--- src/design/vla_pkg.sv ---
package vla_pkg;

   localparam int NUM_LIGHTS = 8;
   localparam int FRAC_BITS  = 15;

   localparam int FUNC_W  = 2;
   localparam int SLOT_W  = 3;
   localparam int KIND_W  = 2;
   localparam int COLOR_W = 15;
   localparam int VEC_W   = 16;
   localparam int OUT_W   = 15;

   localparam logic [FUNC_W-1:0] FUNC_WRITE  = 2'd0;
   localparam logic [FUNC_W-1:0] FUNC_VERTEX = 2'd1;
   localparam logic [FUNC_W-1:0] FUNC_CLEAR  = 2'd2;

   localparam logic [KIND_W-1:0] KIND_DIRECTIONAL = 2'd0;
   localparam logic [KIND_W-1:0] KIND_AMBIENT     = 2'd1;

   // Datapath widths: three-term dot product, intensity, per-slot contribution, sum
   localparam int PROD_W = 2 * VEC_W;
   localparam int DOT_W  = PROD_W + 2;
   localparam int INT_W  = (DOT_W - FRAC_BITS > FRAC_BITS + 1) ? DOT_W - FRAC_BITS
                                                              : FRAC_BITS + 1;
   localparam int MUL_W  = INT_W + COLOR_W;
   localparam int CON_W  = MUL_W - FRAC_BITS;
   localparam int ACC_W  = CON_W + $clog2(NUM_LIGHTS) + 1;
   localparam int SUM_W  = (ACC_W > FRAC_BITS + 1) ? ACC_W : FRAC_BITS + 1;

   // Shade pipeline: product, intensity, contribution, accumulate
   localparam int PIPE_LAT = 4;
   localparam int CNT_W    = $clog2(NUM_LIGHTS + PIPE_LAT);

   localparam logic [INT_W-1:0] ONE_INT = INT_W'(1) << FRAC_BITS;

   typedef struct packed {
      logic [KIND_W-1:0]           kind;
      logic [2:0][COLOR_W-1:0]     color;
      logic [2:0][VEC_W-1:0]       dir;
      logic [COLOR_W-1:0]          scale;
   } slot_type;

   typedef struct packed {
      logic shift;
      logic write;
      logic clear;
   } cell_ctl_type;

endpackage

--- src/design/vla_shade.sv ---
module vla_shade import vla_pkg::*; (
   input  logic                        clock,
   input  logic                        reset,
   input  logic                        start,
   input  logic                        issue,
   input  logic                        slot_valid,
   input  slot_type                    slot,
   input  logic [2:0][VEC_W-1:0]       normal,
   output logic [2:0][SUM_W-1:0]       sum
);

   // stage 1: normal times direction
   logic                          v1_ff;
   logic [2:0][PROD_W-1:0]        prod_ff, prod_in;
   logic [KIND_W-1:0]             kind1_ff;
   logic [COLOR_W-1:0]            scale1_ff;
   logic [2:0][COLOR_W-1:0]       color1_ff;
   // stage 2: intensity
   logic                          v2_ff;
   logic [INT_W-1:0]              inten_ff, inten_in;
   logic [2:0][COLOR_W-1:0]       color2_ff;
   // stage 3: contribution per channel
   logic                          v3_ff;
   logic [2:0][CON_W-1:0]         con_ff, con_in;
   // stage 4: running sums
   logic [2:0][SUM_W-1:0]         sum_ff;

   always_comb begin
      logic signed [PROD_W-1:0] a;
      logic signed [PROD_W-1:0] b;
      for (int c = 0; c < 3; c++) begin
         a = PROD_W'($signed(normal[c]));
         b = PROD_W'($signed(slot.dir[c]));
         prod_in[c] = a * b;
      end
   end

   always_comb begin
      logic signed [DOT_W-1:0] dot;
      logic signed [DOT_W-1:0] neg;
      logic signed [DOT_W-1:0] shifted;
      dot = DOT_W'($signed(prod_ff[0])) + DOT_W'($signed(prod_ff[1]))
          + DOT_W'($signed(prod_ff[2]));
      neg     = -dot;
      shifted = neg >>> FRAC_BITS;
      if (kind1_ff == KIND_DIRECTIONAL) begin
         inten_in = (neg > 0) ? INT_W'(shifted) : '0;
      end else if (kind1_ff == KIND_AMBIENT) begin
         inten_in = INT_W'(scale1_ff);
      end else begin
         inten_in = ONE_INT;
      end
   end

   always_comb begin
      logic [MUL_W-1:0] p;
      for (int c = 0; c < 3; c++) begin
         p = MUL_W'(inten_ff) * MUL_W'(color2_ff[c]);
         con_in[c] = p[MUL_W-1:FRAC_BITS];
      end
   end

   always_ff @(posedge clock) begin
      if (reset) begin
         v1_ff <= 1'b0;
         v2_ff <= 1'b0;
         v3_ff <= 1'b0;
      end else begin
         v1_ff <= issue && slot_valid;
         v2_ff <= v1_ff;
         v3_ff <= v2_ff;
      end
   end

   always_ff @(posedge clock) begin
      prod_ff   <= prod_in;
      kind1_ff  <= slot.kind;
      scale1_ff <= slot.scale;
      color1_ff <= slot.color;
      inten_ff  <= inten_in;
      color2_ff <= color1_ff;
      con_ff    <= con_in;
   end

   always_ff @(posedge clock) begin
      if (start) begin
         sum_ff <= '0;
      end else if (v3_ff) begin
         for (int c = 0; c < 3; c++) begin
            sum_ff[c] <= sum_ff[c] + SUM_W'(con_ff[c]);
         end
      end
   end

   assign sum = sum_ff;

endmodule

--- config.mk ---
export PLATFORM = sky130hd
export DESIGN_NAME = vla_shade
export DESIGN_NICKNAME = d
export VERILOG_FILES = /design/src/design/vla_pkg.sv /design/src/design/vla_shade.sv
export SDC_FILE = /design/constraint.sdc
export NUM_CORES = 2
export LEC_CHECK = 0
export BUFFER_PORTS_ARGS = -buffer_cell sky130_fd_sc_hd__buf_2
export CORE_MARGIN = 2
export CORE_UTILIZATION = 60
export DETAILED_ROUTE_END_ITERATION = 8
export PLACE_DENSITY = 0.87
export SLEW_MARGIN = 0
export SYNTH_ARGS = -nofsm -noshare
export SYNTH_HDL_FRONTEND = slang
export SYNTH_SLANG_ARGS = --single-unit
--- constraint.sdc ---
create_clock -name clock -period 11.3 [get_ports clock]
set_clock_uncertainty 0.2 [all_clocks]
set_input_delay 2.26 -clock clock [delete_from_list [all_inputs] [get_ports clock]]
set_output_delay 2.26 -clock clock [all_outputs]
set_load 0.02 [all_outputs]
After elaboration in Yosys (flattened, before gate mapping) --
Index checks and enable logic that the tools add are counted.
Operators by class: add/subtract/negate cells 6, multipliers 6, divide/modulo/power cells 0, $lt $le $gt $ge 1, equality and inequality tests 1, shift-type cells 0, mux-type cells 3, bitwise operators 0, reduce and logical (&&, ||, !) cells 2
Operators with widths (number):
- $mul A19 B15 Y34 | 3
- $mul A16 B16 Y32 | 3
- $add A23 B19 Y23 | 3
- $mux W19 | 2
- $add A33 B32 Y34 | 1
- $gt A34 B1 Y1 const B | 1
- $neg A34 Y34 | 1
- $add A32 B32 Y33 | 1
- $mux W16 | 1
- $eq A2 B1 Y1 const B | 1
- $logic_not A2 Y1 | 1
- $logic_and A1 B1 Y1 | 1
Word-level totals: register bits after elaboration 351, bits in latches 0, RAM bits 0, bits in read-only memories 0, memories 0

Logic depth before layout (Yosys ltp) --
depth after elaboration 6, gate-level depth with buffers 26, gate-level depth less buffers 24

Least setup slack after synthesis --
OpenSTA, ideal clock, no wires.
path type in2reg, from in normal[28] (netlist bit), to reg prod_ff[62] (netlist bit), setup time 0.072 ns, arrival time 7.865 ns, data required time 11.028 ns, slack 3.163 ns, stages on the path 22, buffers on the path 1, path through clkbuf_1 -> nand2_1 -> fa_1 -> fa_1 -> fa_1 -> inv_1 -> fa_1 -> fa_1 -> inv_1 -> fa_1 -> inv_1 -> ha_1 -> a211o_1 -> nand3b_1 -> a31oi_1 -> a311o_1 -> a31oi_1 -> a41o_1 -> o41a_1 -> a21o_1 -> a21oi_2 -> xnor2_1
RTL lines:
- from (decl) | line vla_shade.sv:8 | input logic [2:0][VEC_W-1:0] normal,
- to (signal assigned) | line vla_shade.sv:76 | prod_ff <= prod_in;
- to (decl) | line vla_shade.sv:14 | logic [2:0][PROD_W-1:0] prod_ff, prod_in;

==> metrics.yaml <==
run_status: "complete, no violations"
sort_of_element_at_the_end_of_the_critical_path: "flip-flop"
synthArstFlopShare_pct: 0
gr-usage-all-layers_pct: 29.17
antenna_found_initial: 8
syn_area_sq_um: 68910
max_slew_margin_pct: 29.59
setup_viol: 0
clk_latency_ns: 0.59
ctsHoldBuffers: 0
maximum_number_of_pins_on_one_net_before_global_route_repair: 74
dr_total_vias: 50000
cap_violations: 0
post_synth.cell_area_avg_sq_um: 9.301
cts_root_buf: "clkbuf_16"
synth_most_common_cell: "inv_1"
start_kind: "input pin"
routed_wire_length_per_instance_microns: 18.32
post_cts_buffers: 0
top_level_ports: 232
area.growth.synth_to_final_pct: 5.233
rsz_0062_raised_after_global_routing: "false"
via_per_inst: 5.570
design.die.area_sq_um: 117600
synth_area_leader_cell: "fa_1"
seq_total_area_yosys_pct: 10.20
cts_max_level: 2
finalCritPeriodShare_pct: 73.13
path_clk_slew_ns: 0.06
max_freq_mhz: 121.0
timing.final.crit_period_ns: 8.264
route.final.wire_length_microns: 164500
ys_ff_latch: 351
detailedPlacementHpwl_microns: 132100
hold_path.class: "reg2reg"
tritoncts: "yes"
antenna_violating_nets_post_route: 0
post_route_non_filler_standard_cell_count: 8978
worst_pin_slew_ns: 1.029
numClockSinks: 351
buffer_ports.inserted: 231
yosys.cell_types.count: 90
yosys_most_used_dff: "dfxtp_1"
globalRoute.totalOverflow: 0
core-area_sq_um: 114200
wire_length_of_the_first_global_routing_pass_microns: 275400
nets: 9723
drt-initial-drc-count: 2965
syn-num-nets: 9701
placedCellCount: 8898
synthesis.instances: 7409
final_weighted_congestion_of_routability_driven_global_placement: 0.9390
layout-drive-gt1-share_pct: 4.850
first_pass_iters: 5
horizontal_die_dimension_microns: 342.9
synth_area_leaders: "fa_1, ha_1, dfxtp_1, inv_1, and2_1"
synth_enable_flop_cells: 0
vias_in_the_first_global_route: 56040
drc: 0
netlist_top_cells_count: "inv_1, fa_1, and2_1, nand2_1, ha_1"
cts_inserted_buffers: 43
fraction_of_post_synthesis_cell_area_in_the_top_cell_type_by_area_pct: 42.85
die_height_microns: 342.9
report.final.slew_viol_count: 0
critical_path_required_ns: 11.60
timing.final.hold_violations: 0
cts.repair.resized: 0
critical_path_arrival_ns: 8.57
fin_tns_setup_ns: 0
core.rowCount: 124
synthesis_warnings: 0
worstPathMaxFanout: 16
critical_path_class: "in2reg"
start_util_pct: 60.35
cts.path.max_buffers: 3
-- worst max-delay path, stage by stage --
cell and delay (ns):
buf_2 0.29, nand2_1 0.16, inv_1 0.15, fa_1 0.55
fa_1 0.90, fa_1 0.53, fa_1 0.50, fa_1 0.50
inv_1 0.05, fa_1 0.47, inv_1 0.04, ha_1 0.31
o21ai_0 0.13, nor2_1 0.10, nand3_1 0.09, o211ai_1 0.15
o41ai_1 0.73, o21bai_1 0.20, a21oi_1 0.25, xnor2_1 0.18
-- metal layers --
layer | part of all wire [%] | wire length [microns] | up-vias | global-route usage (%)
li1 | - | - | 22130 | -
met1 | 34 | 56760 | 25230 | 32.78
met2 | 52 | 85890 | 2032 | 53.01
met3 | 7.5 | 12370 | 614 | 4.848
met4 | 5.8 | 9483 | 2 | 15.27
met5 | 0.0091 | 15 | - | 0
-- area by class of cell --
type                       count  area, sq um
sequential                   351         7028
tap                         1512         1892
clock inverter                27        295.3
inverter                    1679         6302
timing repair buffer         253         1321
fill                        8695        41680
multi-input combinational   5103        54530
clock buffer                  51         1136
antenna                        2        5.005
-- state kept, by name (all words and copies together), names as in the netlist, 2 cells and up --
| register | count |
|---|---|
| con_ff | 57 |
| color1_ff | 45 |
| inten_ff | 19 |
| sum | 69 |
| color2_ff | 45 |
| kind1_ff | 2 |
| scale1_ff | 15 |
| prod_ff | 96 |
-- per-stage QoR --
stage	setup slack, ns	util (%)	hold WS [ns]	cell area (sq um)
floorplan	3.163	-	0.1096	68910
global placement	2.800	62.25	0.1115	71080
detailed placement	2.608	62.25	0.1121	71080
CTS	3.230	63.50	0.1260	72510
global route	2.752	63.50	0.1278	72510
finish	3.036	63.50	0.1239	72510
-- cells by family (layout without fill, tap and decap cells) --
| family | count (synthesis) | count (layout) | synth area share (%) |
|---|---|---|---|
| AND/OR/NAND/NOR | 2146 | 2146 | 15.67 |
| adder cells (fa/ha/maj) | 2129 | 2129 | 54.73 |
| buffers and inverters | 1955 | 2010 | 10.66 |
| AO/OA/AOI/OAI | 573 | 573 | 5.449 |
| flip-flops | 351 | 351 | 10.20 |
| XOR/XNOR | 224 | 224 | 2.847 |
| multiplexers | 30 | 30 | 0.4394 |
| other | 1 | 3 | 0.005442 |
-- layout by cell type (no fill, tap or decap), types with 22 or more instances in the layout --
master	instances
a211oi_1	24
a21o_1	67
a21oi_1	176
and2_1	841
buf_2	231
buf_4	22
clkbuf_16	43
dfxtp_1	350
fa_1	1475
ha_1	654
inv_1	1678
mux2i_1	28
nand2_1	832
nand2b_1	38
nand3_1	47
nor2_1	200
nor2b_1	38
nor3_1	43
o21a_1	34
o21ai_0	79
o21ai_1	27
o21bai_1	26
or3_1	22
xnor2_1	163
xor2_1	61
-- final timing paths --
| check | cells past startpoint | from | endpoint | slack [ns] |
|---|---|---|---|---|
| setup / recovery | 20 | slot[16] | prod_ff[27] | 3.04 |
| hold / removal | 0 | color1_ff[15] | color2_ff[15] | 0.12 |
| setup reg to reg | 23 | inten_ff[8] | con_ff[15] | 4.08 |
| hold reg to reg | 0 | color1_ff[15] | color2_ff[15] | 0.12 |
Power is left out: the tool's default activity adds up to more than one toggle a clock period on the data nets, which glitch-free logic cannot reach.
