### src/design/vla_pkg.sv
package vla_pkg;

   localparam int NUM_LIGHTS = 8;
   localparam int FRAC_BITS  = 15;

   localparam int FUNC_W  = 2;
   localparam int SLOT_W  = 3;
   localparam int KIND_W  = 2;
   localparam int COLOR_W = 15;
   localparam int VEC_W   = 16;
   localparam int OUT_W   = 15;

   localparam logic [FUNC_W-1:0] FUNC_WRITE  = 2'd0;
   localparam logic [FUNC_W-1:0] FUNC_VERTEX = 2'd1;
   localparam logic [FUNC_W-1:0] FUNC_CLEAR  = 2'd2;

   localparam logic [KIND_W-1:0] KIND_DIRECTIONAL = 2'd0;
   localparam logic [KIND_W-1:0] KIND_AMBIENT     = 2'd1;

   // Datapath widths: three-term dot product, intensity, per-slot contribution, sum
   localparam int PROD_W = 2 * VEC_W;
   localparam int DOT_W  = PROD_W + 2;
   localparam int INT_W  = (DOT_W - FRAC_BITS > FRAC_BITS + 1) ? DOT_W - FRAC_BITS
                                                              : FRAC_BITS + 1;
   localparam int MUL_W  = INT_W + COLOR_W;
   localparam int CON_W  = MUL_W - FRAC_BITS;
   localparam int ACC_W  = CON_W + $clog2(NUM_LIGHTS) + 1;
   localparam int SUM_W  = (ACC_W > FRAC_BITS + 1) ? ACC_W : FRAC_BITS + 1;

   // Shade pipeline: product, intensity, contribution, accumulate
   localparam int PIPE_LAT = 4;
   localparam int CNT_W    = $clog2(NUM_LIGHTS + PIPE_LAT);

   localparam logic [INT_W-1:0] ONE_INT = INT_W'(1) << FRAC_BITS;

   typedef struct packed {
      logic [KIND_W-1:0]           kind;
      logic [2:0][COLOR_W-1:0]     color;
      logic [2:0][VEC_W-1:0]       dir;
      logic [COLOR_W-1:0]          scale;
   } slot_type;

   typedef struct packed {
      logic shift;
      logic write;
      logic clear;
   } cell_ctl_type;

endpackage

### src/design/vla_cell.sv
module vla_cell import vla_pkg::*; (
   input  logic         clock,
   input  logic         reset,
   input  cell_ctl_type ctl,
   input  slot_type     wr_data,
   input  logic         nb_valid,
   input  slot_type     nb_data,
   output logic         valid,
   output slot_type     data
);

   logic     valid_ff;
   slot_type data_ff;

   always_ff @(posedge clock) begin
      if (reset) begin
         valid_ff <= 1'b0;
      end else if (ctl.clear) begin
         valid_ff <= 1'b0;
      end else if (ctl.write) begin
         valid_ff <= 1'b1;
      end else if (ctl.shift) begin
         valid_ff <= nb_valid;
      end
   end

   always_ff @(posedge clock) begin
      if (ctl.write) begin
         data_ff <= wr_data;
      end else if (ctl.shift) begin
         data_ff <= nb_data;
      end
   end

   assign valid = valid_ff;
   assign data  = data_ff;

endmodule

### config.mk
export PLATFORM = sky130hd
export DESIGN_NAME = vla_cell
export DESIGN_NICKNAME = d
export VERILOG_FILES = /design/src/design/vla_pkg.sv /design/src/design/vla_cell.sv
export SDC_FILE = /design/constraint.sdc
export NUM_CORES = 1
export LEC_CHECK = 0
export BUFFER_PORTS_ARGS = -buffer_cell sky130_fd_sc_hd__buf_2
export CORE_AREA = 2 2 129 131
export DETAILED_ROUTE_END_ITERATION = 16
export DIE_AREA = 0 0 131 133
export PLACE_DENSITY = 0.66
export REMOVE_ABC_BUFFERS = 1
export SYNTH_ARGS = -nofsm -noshare
export SYNTH_HDL_FRONTEND = slang
export SYNTH_SLANG_ARGS = --single-unit
export TNS_END_PERCENT = 5
### constraint.sdc
create_clock -name clock -period 3.3 [get_ports clock]
set_input_delay 0.33 -clock clock [delete_from_list [all_inputs] [get_ports clock]]
set_output_delay 0.33 -clock clock [all_outputs]
set_load 0.02 [all_outputs]
== Yosys cells after proc, flatten, opt, wreduce, memory -nomap -nowiden ==
Index checks and enable logic that the tools add are counted.
Cells by class
  $add $sub $neg: 0
  multiply operators: 0
  divide/modulo/power cells: 0
  $lt $le $gt $ge: 0
  eq/ne operators: 0
  shift operators: 0
  muxes and demuxes: 4
  bitwise operators: 0
  reduce and logical (&&, ||, !) cells: 2
Operators with widths (number)
  two-way mux 110 bit: 2
  two-way mux 1 bit: 2
  nonzero test 2 bit: 1
  OR reduction 2 bit: 1
Storage, ports and cells
  register bits after elaboration: 111
  latch bits: 0
  memory bits (writable): 0
  ROM bits: 0
  input port bits: 226
  output and inout bits: 111
  memories: 0

== Depth between registers and ports, before layout ==
Gate-level depths: netlist of run 1.
  word-level depth: 2
  gate-level depth with buffers: 4
  depth with buffers taken out: 2

== Least setup slack after synthesis of run 1 ==
OpenSTA, ideal clock, no wires.
  path type: input to register
  start point: in ctl[1] in the netlist's numbering
  end point: reg data_ff (netlist bit data[0]) (enable)
  data arrival time: 2032 ps
  path slack: 845 ps
  stages on the path: 3
  cells stage by stage: buf_4 -> buf_6 -> or2_2
On the way
  longest elaborated chain between the ends: 1
Ends and longest elaborated chain
  start, declared: RTL line vla_cell.sv:4  | input cell_ctl_type ctl,
  nonzero test 2 bit (no line)
  end signal, assigned: RTL line vla_cell.sv:29  | data_ff <= wr_data;
  end signal, assigned: RTL line vla_cell.sv:31  | data_ff <= nb_data;
  end, declared: RTL line vla_cell.sv:13  | slot_type data_ff;
Every way passes these cells.
A chain may end at the register's enable or synchronous reset.

== Final worst setup path of run 1 ==
  start point: in ctl[1] in the netlist's numbering
  end point: reg data_ff (netlist bit data[98]), data pin
On the way
  longest elaborated chain between the ends: 1
Ends and longest elaborated chain
  two-way mux 110 bit: RTL line vla_cell.sv:28  | if (ctl.write) begin
Every way passes these cells.

==> qor.csv, run 1 <==
stage,metric,value,unit
routing,drc,0,
power,vdd_drop_max,0.221,mV
clocking,clock_path_buffers,2,
place,dp_hpwl,9.12,mm
setup_path,crit_required,3.39,ns
yosys,yosysWarnings,0,
yosys,synth_fa_ha_area_share,0,%
timing,max-slew-margin-rel,59.7,%
power,pwr_density_cell,501,nW/um^2
yosys,yosysTopAreaCell,edfxtp_1,
worst_hold_path,whs_path_depth,2,
yosys,synth_edf_count,110,
global_route,grt_usage,13.2,%
clocking,cts_resized,0,
die,start_util,29.1,%
yosys,synth_top_family_by_area,multiplexers,
place,io_buffers,336,
clocking,cts_tree,built,
die,die_w,131,um
routing,first_pass_iters,4,
global_route,grt_pass1_vias,3616,
clocking,clk_pin_slew_worst_paths,0.08,ns
power,total_power,3.44,mW
routing,routed_via_density,4.26,
timing,fin_worst_skew,0,ns
status,status,"finished, final reports clean",
cells_and_area,fill_cells,1509,
global_route,grt_max_degree,111,
routing,wl_per_cell,14.9,um
timing,period_minus_slack,1.34,ns
global_route,antenna_found_initial,0,
global_route,gr-total-overflow,0,
clocking,worstSkewPairLatency,0.35,ns
cells_and_area,final_area,6870,sq um
yosys,synthFlopType,edfxtp_1,
yosys,syn_area_per_cell,19.8,sq um
timing,rsz0062_at_grt,false,
die,core,16200,sq um
cells_and_area,drive_gt1_share,79.7,%
cells_and_area,multiInputGateArea,1260,sq um
timing,hold_viol_final,0,
routing,num_vias,3405,
yosys,synth.top_cell.area_share,70.3,%
setup_path,r2r_cells,2,
worst_hold_path,hold_path_class,input pin to register,
yosys,synthArstFlopShare,0,%
cells_and_area,syn_to_final_growth,46.0,%
power,pwr-share-clk,29.3,%
power,p_int,2.53,mW
power,seq_power_share,51.3,%
clocking,htreeDepth,3,
yosys,syn_area,4700,sq um
die,row_count,47,
timing,fmax,747,MHz
setup_path,crit_type,input pin to register,
routing,drtAntennaViolNets,0,
cells_and_area,final_util,42.5,%
cells_and_area,layout.nets,801,
clocking,cts_made_buffers,9,
yosys,synth_cells,237,
yosys,synth_compound_area_share,0.160,%
clocking,cts_root_buf,clkbuf_16,
die,die-area,17400,sq um
clocking,ctsHoldBuffers,0,
timing,setup_viol,0,
power,p_leak,3.05,nW
timing,slew_viol_final,0,
setup_path,end_kind,register,
power,combPwrFrac,19.5,%
yosys,yosys.area_share.simple,0.133,%
clocking,cts.sinks,111,
power,sw_frac_of_total,26.3,%
power,p_switching,0.903,mW
timing,finalSetupTns,0,ns
yosys,ys_seq_area_share,70.7,%
die,die_h,133,um
routing,drt_iter0_drc,101,
yosys,yosys-top-cells-area,"edfxtp_1 70%, mux2_2 26%, buf_6 1.9%",
clocking,postCtsSetupRepairBufs,0,
cells_and_area,seq_area,3320,sq um
yosys,ys_ff_latch,111,
setup_path,crit_fanout,40,
yosys,synth_xor_area_share,0,%
setup_path,worst_ep_arrival_time,1.43,ns
yosys,synth_commonest_cells,"110 x edfxtp_1, 110 x mux2_2, 8 x buf_6, 3 x buf_2",
routing,wirelength,12.0,mm
place,dpl_cell_area,6600,sq um
yosys,synthMuxAreaShare,26.6,%
setup_path,setup.worst_path.start_class,input pin,
die,ios,337,
timing,worst_pin_slew,0.604,ns
cells_and_area,antenna_cells,0,
setup_path,rrSetupSlack,2.58,ns
yosys,synthDistinctLibCells,10,
global_route,grt_pass1_wl,17.5,mm
timing,fin_crit_sh,40.5,%
flow_run,max-cap-violations,0,
place,gp_congestion,0.750,
## worst max-delay path, cell delays in order
cell,delay (ns)
buf_4,0.21
buf_4,0.47
mux2_2,0.39
## routing by layer
layer | track usage [%] | up-vias | routed length, um
met4 | 6.56 | 0 | 332
met5 | 0 | - | 0
li1 | - | 1609 | -
met3 | 4.33 | 24 | 1180
met1 | 13.7 | 1565 | 4250
met2 | 23.4 | 207 | 6200
## flip-flops by register name (all words and copies together), names as in the netlist
register  flops
valid         1
data        110
## final cells by class
class | instances | area share [%]
flip-flops and latches | 111 | 48.4
clock buffers | 11 | 3.39
multi-input cells | 113 | 18.4
clock inverters | 5 | 0.492
well taps | 220 | 4.01
inverters | 1 | 0.0547
repair buffers | 339 | 25.2
## stage by stage
| stage | std cells | setup WS, ns | hold slack, ns |
|---|---|---|---|
| final | 800 | 1.96 | 0.140 |
| after detailed placement | 784 | 1.60 | 0.503 |
| after floorplan | 225 | 1.18 | 0.403 |
| after global routing | 800 | 1.91 | 0.140 |
| after global placement | 784 | 1.65 | 0.498 |
| after CTS | 800 | 1.98 | 0.119 |
## layout by cell type, fill, tap and decap left out, types with 2 or more instances in the layout
| master | Yosys | routed |
|---|---|---|
| buf_2 | 3 | 335 |
| buf_12 | 0 | 2 |
| buf_4 | 1 | 2 |
| edfxtp_1 | 110 | 110 |
| clkinv_1 | 0 | 2 |
| clkinv_4 | 0 | 2 |
| mux2_2 | 110 | 110 |
| clkbuf_16 | 0 | 9 |
| clkbuf_1 | 0 | 2 |
## cell families (layout without fill, tap and decap cells)
family	count (synthesis)	after routing
simple gates	1	1
buf+inv	13	356
compound gates	1	1
flops	111	111
mux	111	111
## worst paths after layout
check / start / endpoint
worst max-delay path: ctl[1] / data[98]
worst min-delay path: reset / valid
worst max register to register: valid / valid
worst min register to register: valid / valid
## power groups by stage
stage / logic (mW) / clock network, mW / registers, mW
6_report: 0.669 / 1.01 / 1.76
5_1_grt: 0.718 / 1.09 / 1.78
4_1_cts: 0.678 / 1.05 / 1.77
3_5_place_dp: 0.675 / 0 / 1.80
3_3_place_gp: 0.665 / 0 / 1.79
2_1_floorplan: 0.132 / 0 / 2.01
(Power assumes the default switching activity.)
==> run 2: changes to the inputs <==
==> constraint.sdc (replaced) <==
create_clock -name clock -period 1.4 [get_ports clock]
set_input_delay 0.14 -clock clock [delete_from_list [all_inputs] [get_ports clock]]
set_output_delay 0.14 -clock clock [all_outputs]
set_load 0.02 [all_outputs]
==> run 2 against run 1 <==
Sequential share of layout area decreased by 1.1 points. Final area increased by 2.4%. Clock skew unchanged. Critical path type unchanged. Largest cell class unchanged.
==> qor.csv, run 2 (synthesized netlist as in run 1, its figures left out) <==
stage,metric,value,unit
status,status,"finished, final reports clean",
die,core,16200,sq um
cells_and_area,largest_reg_flops,110,
timing,hold_viol_final,0,
global_route,grt_pass1_vias,3626,
setup_path,path_cells,dlygate4sd3_1 -> buf_2 -> a211oi_1 -> dlygate4sd3_1,
die,die-area,17400,sq um
clocking,cts_tree,built,
setup_path,crit_fanout,1,
clocking,cts_root_buf,clkbuf_16,
setup_path,critPathSlowestCell,dlygate4sd3_1,
setup_path,setup.worst_path.start_class,input pin,
cells_and_area,layout.nets,810,
setup_path,crit_type,input pin to register,
global_route,gr-total-overflow,0,
timing,worst_pin_slew,0.281,ns
global_route,grt_usage,13.7,%
setup_path,cp_slowest_stage_delay,0.59,ns
clocking,cts_made_buffers,9,
place,io_buffers,336,
timing,max-slew-margin-rel,81.3,%
clocking,clock_path_buffers,2,
timing,period_minus_slack,1.34,ns
timing,timing.final.ws_setup,0.0554,ns
cells_and_area,fill_cells,1522,
clocking,worstSkewPairLatency,0.34,ns
timing,rsz0062_at_grt,false,
setup_path,worst_ep_arrival_time,1.64,ns
cells_and_area,seq_area,3320,sq um
timing,fin_crit_sh,96.0,%
cells_and_area,fin_cells,809,
power,vdd_drop_max,0.687,mV
cells_and_area,antenna_cells,0,
routing,wirelength,12.4,mm
clocking,clk_pin_slew_worst_paths,0.07,ns
timing,fin_worst_skew,0,ns
setup_path,crit_required,1.69,ns
timing,slew_viol_final,0,
die,die_w,131,um
place,place_ws,0.112,ns
cells_and_area,drive_gt1_share,79.8,%
power,pwr_density_cell,1240,nW/um^2
cells_and_area,final_area,7030,sq um
global_route,grt_max_degree,50,
global_route,grt_pass1_wl,17.9,mm
clocking,htreeDepth,3,
setup_path,crit_path_frequent_cell,dlygate4sd3_1,
cells_and_area,final_common_cell,buf_2,
routing,first_pass_iters,4,
power,total_power,8.68,mW
cells_and_area,final_cell_mix,"335 x buf_2, 110 x mux2_2, 110 x edfxtp_1, 9 x clkbuf_16, 7 x buf_4",
flow_run,max-cap-violations,0,
cells_and_area,multiInputGateArea,1260,sq um
place,dp_cells,791,
cells_and_area,syn_to_final_growth,49.5,%
routing,drtAntennaViolNets,0,
clocking,cts.sinks,111,
timing,setup_viol,0,
die,die_h,133,um
die,row_count,47,
worst_hold_path,hold_path_class,input pin to register,
setup_path,r2r_cells,3,
routing,drt_iter0_drc,137,
cells_and_area,final_util,43.5,%
worst_hold_path,whs_path_depth,2,
timing,finalSetupTns,0,ns
routing,drc,0,
die,ios,337,
power,p_leak,3.13,nW
setup_path,end_kind,register,
place,dp_hpwl,9.52,mm
routing,routed_via_density,4.22,
die,start_util,29.1,%
place,gp_congestion,0.814,
global_route,antenna_found_initial,0,
place,dpl_cell_area,6680,sq um
timing,hold_ws,0.0874,ns
routing,wl_per_cell,15.3,um
routing,num_vias,3414,
timing,fmax,744,MHz
run 2: final cells by class:
class | count | share of cell area, %
clock buffers | 12 | 3.36
clock inverters | 4 | 1.39
inverters | 1 | 0.0534
multi-input cells | 113 | 18.0
flip-flops and latches | 111 | 47.3
well taps | 220 | 3.92
repair buffers | 348 | 26.0
run 2: power breakdown:
group	internal, mW	total [mW]	leakage, nW	switching, mW
Clock	1.75	2.92	0.157	1.17
Sequential	4.07	4.16	1.13	0.0893
Combinational	0.715	1.61	1.85	0.891
run 2: final timing paths:
check | startpoint | endpoint | slack [ns]
worst max register to register | valid | valid | 0.08
worst min register to register | valid | valid | 1.15
worst min-delay path | nb_data[37] | data[37] | 0.09
worst max-delay path | reset | valid | 0.06
run 2: critical path: cells and delay by family:
kind / cells / cell delay (ns)
AO/OA/AOI/OAI: 1 / 0.25
buffers and inverters: 3 / 1.25
run 2: repair_timing:
item	4_1_cts	5_1_grt
hold endpoints to repair	1	0
buffers inserted	0	0
hold buffers	2	0
gates resized for setup	0	0
run 2: metal layers:
metal	up-vias	global-route usage, %	part of all wire (%)
met5	-	0	0
met4	0	6.91	2.5
met3	21	4.08	9.0
met2	204	24.6	52
met1	1562	14.2	36
li1	1627	-	-
